$ cat config.mk
export PLATFORM = sky130hd
export DESIGN_NAME = isrt_cell
export DESIGN_NICKNAME = d
export VERILOG_FILES = /design/src/rtl/isrt_pkg.sv /design/src/rtl/isrt_cell.sv
export SDC_FILE = /design/constraint.sdc
export NUM_CORES = 1
export LEC_CHECK = 0
export CAP_MARGIN = 20
export CORE_AREA = 2 2 78 80
export DETAILED_ROUTE_END_ITERATION = 10
export DIE_AREA = 0 0 80 82
export DONT_BUFFER_PORTS = 1
export SLEW_MARGIN = 15
export SYNTH_ARGS = -nofsm -noshare
export SYNTH_HDL_FRONTEND = slang
export SYNTH_SLANG_ARGS = --single-unit
$ cat constraint.sdc
create_clock -name clk -period 4.9 [get_ports clk]
set_input_delay 0.49 -clock clk [delete_from_list [all_inputs] [get_ports clk]]
set_output_delay 0.49 -clock clk [all_outputs]
set_load 0.02 [all_outputs]
$ cat src/rtl/isrt_pkg.sv
// ----------------------------------------------------------------------------
// Insertion sorter package
// Word type, cell control struct and sequencer states shared by the sorter.
// ----------------------------------------------------------------------------
package isrt_pkg;

  localparam int DATA_W = 32;

  typedef logic signed [DATA_W-1:0] word_t;

  typedef struct packed {
    logic insert;
    logic shift;
  } isrt_ctrl_t;

  typedef enum logic {
    ST_FILL,
    ST_DRAIN
  } state_t;

endpackage

$ cat src/rtl/isrt_cell.sv
// ----------------------------------------------------------------------------
// Insertion sorter cell
// Holds one element of the sorted row. On insert it keeps its element, takes
// the new element or takes its lower neighbour's element; on shift it takes
// its upper neighbour's element.
// ----------------------------------------------------------------------------
module isrt_cell
  import isrt_pkg::*;
(
  input  logic       clk,
  input  logic       rst,
  input  isrt_ctrl_t ctrl,
  input  word_t      new_value,
  input  word_t      prev_data,
  input  logic       prev_valid,
  input  logic       prev_gt,
  input  word_t      next_data,
  input  logic       next_valid,
  output word_t      data,
  output logic       valid,
  output logic       gt
);

  assign gt = valid && (data > new_value);

  always_ff @(posedge clk) begin
    if (ctrl.insert) begin
      if (prev_gt) begin
        data <= prev_data;
      end else if (gt || (!valid && prev_valid)) begin
        data <= new_value;
      end
    end else if (ctrl.shift) begin
      data <= next_data;
    end
  end

  always_ff @(posedge clk) begin
    if (rst) begin
      valid <= 1'b0;
    end else if (ctrl.insert) begin
      if (prev_gt || gt || (!valid && prev_valid)) begin
        valid <= 1'b1;
      end
    end else if (ctrl.shift) begin
      valid <= next_valid;
    end
  end

endmodule

=== Word level (Yosys, flattened, before mapping) ===
Index checks and enable logic that the tools add are counted.

* Mux-type cells: 7
* Equality and inequality tests: 2
* Reductions and logical operators: 9
* Order comparisons: 1

{| class="wikitable"
|+ Operator list
! operator !! count
|-
| 32-bit two-way mux || 4
|-
| 32-bit greater-than comparator || 1
|-
| 2-bit AND reduction || 2
|-
| 1-bit logical OR || 3
|-
| 1-bit two-way mux || 3
|-
| 3-bit by 1-bit inequality test with 1-bit output, second input constant || 1
|-
| 1-bit logical AND || 2
|-
| 2-bit by 1-bit inequality test with 1-bit output, second input constant || 1
|-
| 2-bit nonzero test || 1
|-
| 1-bit logical NOT || 1
|}

* Output and inout port bits: 34
* Flip-flop bits (word level): 33
* Input port bits: 103
* Word-level logic and storage cells: 21

=== Depth between registers and ports, before layout ===
* Depth in word-level cells: 6
* Gate-level depth with buffers: 9

=== Least setup slack after synthesis ===
OpenSTA, ideal clock, no wires.

* Path type: input port to flip-flop
* From: in new_value[10]
* To: reg data[0] (enable)
* Cell stages on the path: 9
* Slack: 1.082 ns
* Data arrival time: 3.393 ns
* Library setup time: 0.424 ns
* Path through: inv_1 > ha_1 > a21oi_2 > nand2_1 > a221o_1 > a221o_1 > a21oi_2 > xnor2_1 > o31ai_2

* Word-level cells in the longest chain between the ends: 5

{| class="wikitable"
|+ Ends and longest elaborated chain
! element !! RTL line !! text
|-
| start, declared || isrt_cell.sv:13 || <nowiki>input word_t new_value,</nowiki>
|-
| 32-bit greater-than comparator || isrt_cell.sv:24 || <nowiki>assign gt = valid && (data > new_value);</nowiki>
|-
| 1-bit logical AND || isrt_cell.sv:24 ||
|-
| 1-bit logical OR || isrt_cell.sv:30 || <nowiki>end else if (gt || (!valid && prev_valid)) begin</nowiki>
|-
| 3-bit by 1-bit inequality test with 1-bit output (no source line) || - ||
|-
| 2-bit AND reduction (no source line) || - ||
|-
| end signal, assigned || isrt_cell.sv:29 || <nowiki>data <= prev_data;</nowiki>
|-
| end signal, assigned || isrt_cell.sv:31 || <nowiki>data <= new_value;</nowiki>
|-
| end signal, assigned || isrt_cell.sv:34 || <nowiki>data <= next_data;</nowiki>
|-
| end, declared || isrt_cell.sv:19 || <nowiki>output word_t data,</nowiki>
|}

No other way between the ends.
A chain may end at the register's enable or synchronous reset.

=== Final worst setup path ===
* From: reg data[10]
* To: reg data[12] (enable)

* Word-level cells in the longest chain between the ends: 5

{| class="wikitable"
|+ Ends and longest elaborated chain
! element !! RTL line
|-
| 32-bit greater-than comparator || isrt_cell.sv:24
|-
| 1-bit logical AND || isrt_cell.sv:24
|-
| 1-bit logical OR || isrt_cell.sv:30
|-
| 3-bit by 1-bit inequality test with 1-bit output (no source line) || -
|-
| 2-bit AND reduction (no source line) || -
|}

No other way between the ends.

==> summary.txt <==
====================================================================================================
Predominant post-synthesis flop cell                                                    sky130_fd_sc_hd__edfxtp_1
Via/cell ratio                                                                                 5.452
Layout Nets                                                                                      400
MaxCap Viol Count                                                                                  0
Cells after Synth                                                                                268
Drt pass-1 iters                                                                                   4
Post-route DRC                                                                                     0
Multiplexer share of the synthesized area                                                     12.82%
Chip height                                                                                    82 um
Placed cell areas                                                                         2564 sq um
Cell chosen for the clock root                                                          sky130_fd_sc_hd__clkbuf_8
Cell Pwr Density                                                                        291.0 nW/um^2
Global route overflow                                                                              0
Final Hold Vio Count                                                                               0
Number of violations reported at the end of detailed-routing iteration 0                          25
Run status                                                                              finished, final reports clean
Cells after DPL                                                                                  333
Static Leakage                                                                              1.212 nW
Relative contribution of combinational cells to total power                                    20.6%
Estimated wirelength of the detail-placed design                                             4253 um
Final max-slew violation count                                                                     0
Critical-path top delay cell                                                            sky130_fd_sc_hd__o31ai_4
Adder and majority cell fraction of the synthesized area                                      16.02%
Worst skew pair latency                                                                      0.28 ns
Share of the clock period used by the worst path                                              68.10%
Clock-pin slew reported for the worst setup and hold paths after clock tree synthesis        0.06 ns
CTS tree                                                                                         yes
Distinct cell type count after synthesis                                                          26
Arr. time, crit path                                                                         3.30 ns
Final Hold Slack                                                                           0.2828 ns
Number of non-filler instances in the completed layout                                           341
Wire length of the first global-routing pass                                                 7900 um
Met3 wirelength from detailed routing                                                         491 um
Proportion of power drawn by the clock network                                                 25.0%
Resized Gates After CTS                                                                            0
TNS Setup                                                                                       0 ns
Type of the worst min-delay path                                                        primary input to flip-flop
Number of standard-cell rows in the floorplan                                                     28
Largest fanout of any net on the critical path                                                    21
Ordered cell list for the critical path                                                 ha_1, a21oi_2, nand2_1, a221o_1, a221o_1, a21oi_2, xnor2_1, o31ai_4, buf_4
Fin Clk Skew                                                                             0.003008 ns
Unrepaired setup endpoints after global routing                                                false
Number of flip-flops and latches in the synthesized netlist                                       33
Most used cells in the layout excluding fill and tap cells                              sky130_fd_sc_hd__a21oi_1 (43), sky130_fd_sc_hd__inv_1 (37), sky130_fd_sc_hd__nor2_1 (37)
Compound-gate portion of the synthesized area                                                 13.27%
Fin crit period                                                                             3.337 ns
Average wire length per cell after detail routing                                           15.49 um
Global router's overall resource usage                                                        15.89%
Path type of the worst setup path                                                       flip-flop to flip-flop
Top-level I/O count                                                                              137
# setup viols final                                                                                0
Filler cell count                                                                                567
Netlist area before placement                                                             2499 sq um
Starting density of the core                                                                  43.49%
Post-CTS Repair Setup Buffers                                                                      0
Flop pwr share                                                                                 54.4%
Tightest slew margin relative to the limit                                                    57.02%
Share of post-route cells with drive strength above 1                                         3.759%
Met2 wirelength from detailed routing                                                        2405 um
CTS max path bufs                                                                                  2
Final design instance area without fill                                                   2644 sq um
Kind of start point of the critical path                                                   flip-flop
Post-Syn Nets                                                                                    403
Number of antenna violations at the first check in global routing                                  0
Basic-gate share of the synthesized area counting and, or, nand and nor cells                 10.92%
IO buf count                                                                                       0
Total detailed-routing wirelength                                                            5281 um
Upper clock frequency limit                                                                299.7 MHz
Share of the synthesized netlist area taken by xor and xnor gates                            0.3505%
Placeable core region                                                                     5746 sq um
Layout overhead on the synthesized area                                                       5.809%
Synthesized area per cell                                                                9.323 sq um
Largest net degree at the start of global routing                                                 68
FF/Latch Area                                                                            980.9 sq um
H-Tree Depth                                                                                       2
Footprint of the multi-input gates                                                        1343 sq um
Vias in the first global route                                                                  1683
Worst IR Drop VDD                                                                          0.1566 mV
Total number of yosys warnings                                                                     0
Number of buffers created by CTS                                                                   5
Most common library cell in the layout ignoring fill and taps                           sky130_fd_sc_hd__a21oi_1
Placement Setup Slack                                                                       1.532 ns
Wl on met1                                                                                   2252 um
Internal Power                                                                             0.5277 mW
Combinational family with the most area after synthesis                                  adder cells
Die W                                                                                          80 um
Hold-fix buffer count after cts                                                                    0
Share of flip-flops with an asynchronous set or reset after synthesis                             0%
Highest routed metal layer                                                                      met4
Data required time at the worst endpoint                                                     4.86 ns
Last weighted congestion value of the routability-driven placer                               0.7394
Number of diodes                                                                                   0
Vias                                                                                            1859
Least setup slack across all paths after layout                                             1.563 ns
Post-synth EDFFs                                                                                  32
Transition at the pin with the smallest max-transition slack                               0.6446 ns
Die footprint                                                                             6560 sq um
Seq/Total Area, Yosys                                                                         39.26%
Detail Route Antenna Nets                                                                          0
P_sw                                                                                       0.2418 mW
Number of sinks on the clock net                                                                  33
Max stage delay on crit path                                                                 0.60 ns
Switching part of the total                                                                   31.42%
Critical path endpoint category                                                            flip-flop
====================================================================================================
==> stage by stage <==
| step | utilization (%) | total power [mW] |
|---|---|---|
| after floorplan | - | 0.5562 |
| after global placement | 44.62 | 0.5839 |
| after detailed placement | 44.62 | 0.5866 |
| after CTS | 46.01 | 0.7816 |
| after global routing | 46.01 | 0.8204 |
| final | 46.01 | 0.7694 |
==> worst paths after layout <==
check	start	to	slack (ns)	depth (start not counted)
hold / removal	rst	valid	0.28	1
setup reg to reg	data[10]	data[12]	1.56	9
hold reg to reg	valid	valid	0.65	2
setup / recovery	data[10]	data[12]	1.56	9
==> worst max-delay path, delay by kind of cell (launching register included) <==
kind | cells | cell delay (ns)
AOI/OAI and AO/OA | 5 | 1.54
DFF | 1 | 0.50
buffers and inverters | 1 | 0.40
adders and majority gates | 1 | 0.37
xor gates and xnor gates | 1 | 0.12
and+or+nand+nor | 1 | 0.06
==> metal layers <==
metal,track usage [%],up-vias
met1,20.33,820
met2,24.42,81
met3,5.714,12
met5,0,-
li1,-,946
met4,6.610,0
==> cell type report <==
class                           count  share of cell area [%]
Clock buffer                        8                   3.029
Tap cell                           75                   3.549
Sequential cell                    33                   37.10
Timing Repair Buffer                1                  0.2840
Inverter                           37                   5.253
Multi-Input combinational cell    187                   50.78
==> sequential cells by signal, indices dropped and copies added, names as in the netlist <==
name / count
data: 32
valid: 1
==> power by group through the flow <==
stage	sequential (mW)	combinational [mW]	clock, mW
after CTS	0.420	0.161	0.200
after global routing	0.423	0.186	0.212
after detailed placement	0.426	0.160	0
after floorplan	0.418	0.139	0
final	0.419	0.158	0.192
after global placement	0.425	0.159	0
==> cells in the mapped netlist, types with 2 or more instances <==
cell                       count  area share, %
sky130_fd_sc_hd__o21ai_0       2           0.40
sky130_fd_sc_hd__inv_1        37            5.6
sky130_fd_sc_hd__nor2_1       37            5.6
sky130_fd_sc_hd__buf_2         3           0.60
sky130_fd_sc_hd__nand3_1       4           0.80
sky130_fd_sc_hd__o21ai_1       2           0.40
sky130_fd_sc_hd__nand2_1      12            1.8
sky130_fd_sc_hd__a21oi_1      43            8.6
sky130_fd_sc_hd__clkbuf_1      8            1.2
sky130_fd_sc_hd__a21oi_2       2           0.70
sky130_fd_sc_hd__mux2i_1      32             13
sky130_fd_sc_hd__nand4_1       6            1.5
sky130_fd_sc_hd__a211oi_1      3           0.90
sky130_fd_sc_hd__nor4_1        2           0.50
sky130_fd_sc_hd__ha_1         32             16
sky130_fd_sc_hd__edfxtp_1     32             38
sky130_fd_sc_hd__a221o_1       2           0.80
==> cell families after synthesis <==
family          count (synthesis)
compound gates                 58
xor+xnor                        1
fa+ha+maj                      32
buf+inv                        48
flops                          33
mux                            32
simple gates                   64
(Power assumes the default switching activity.)
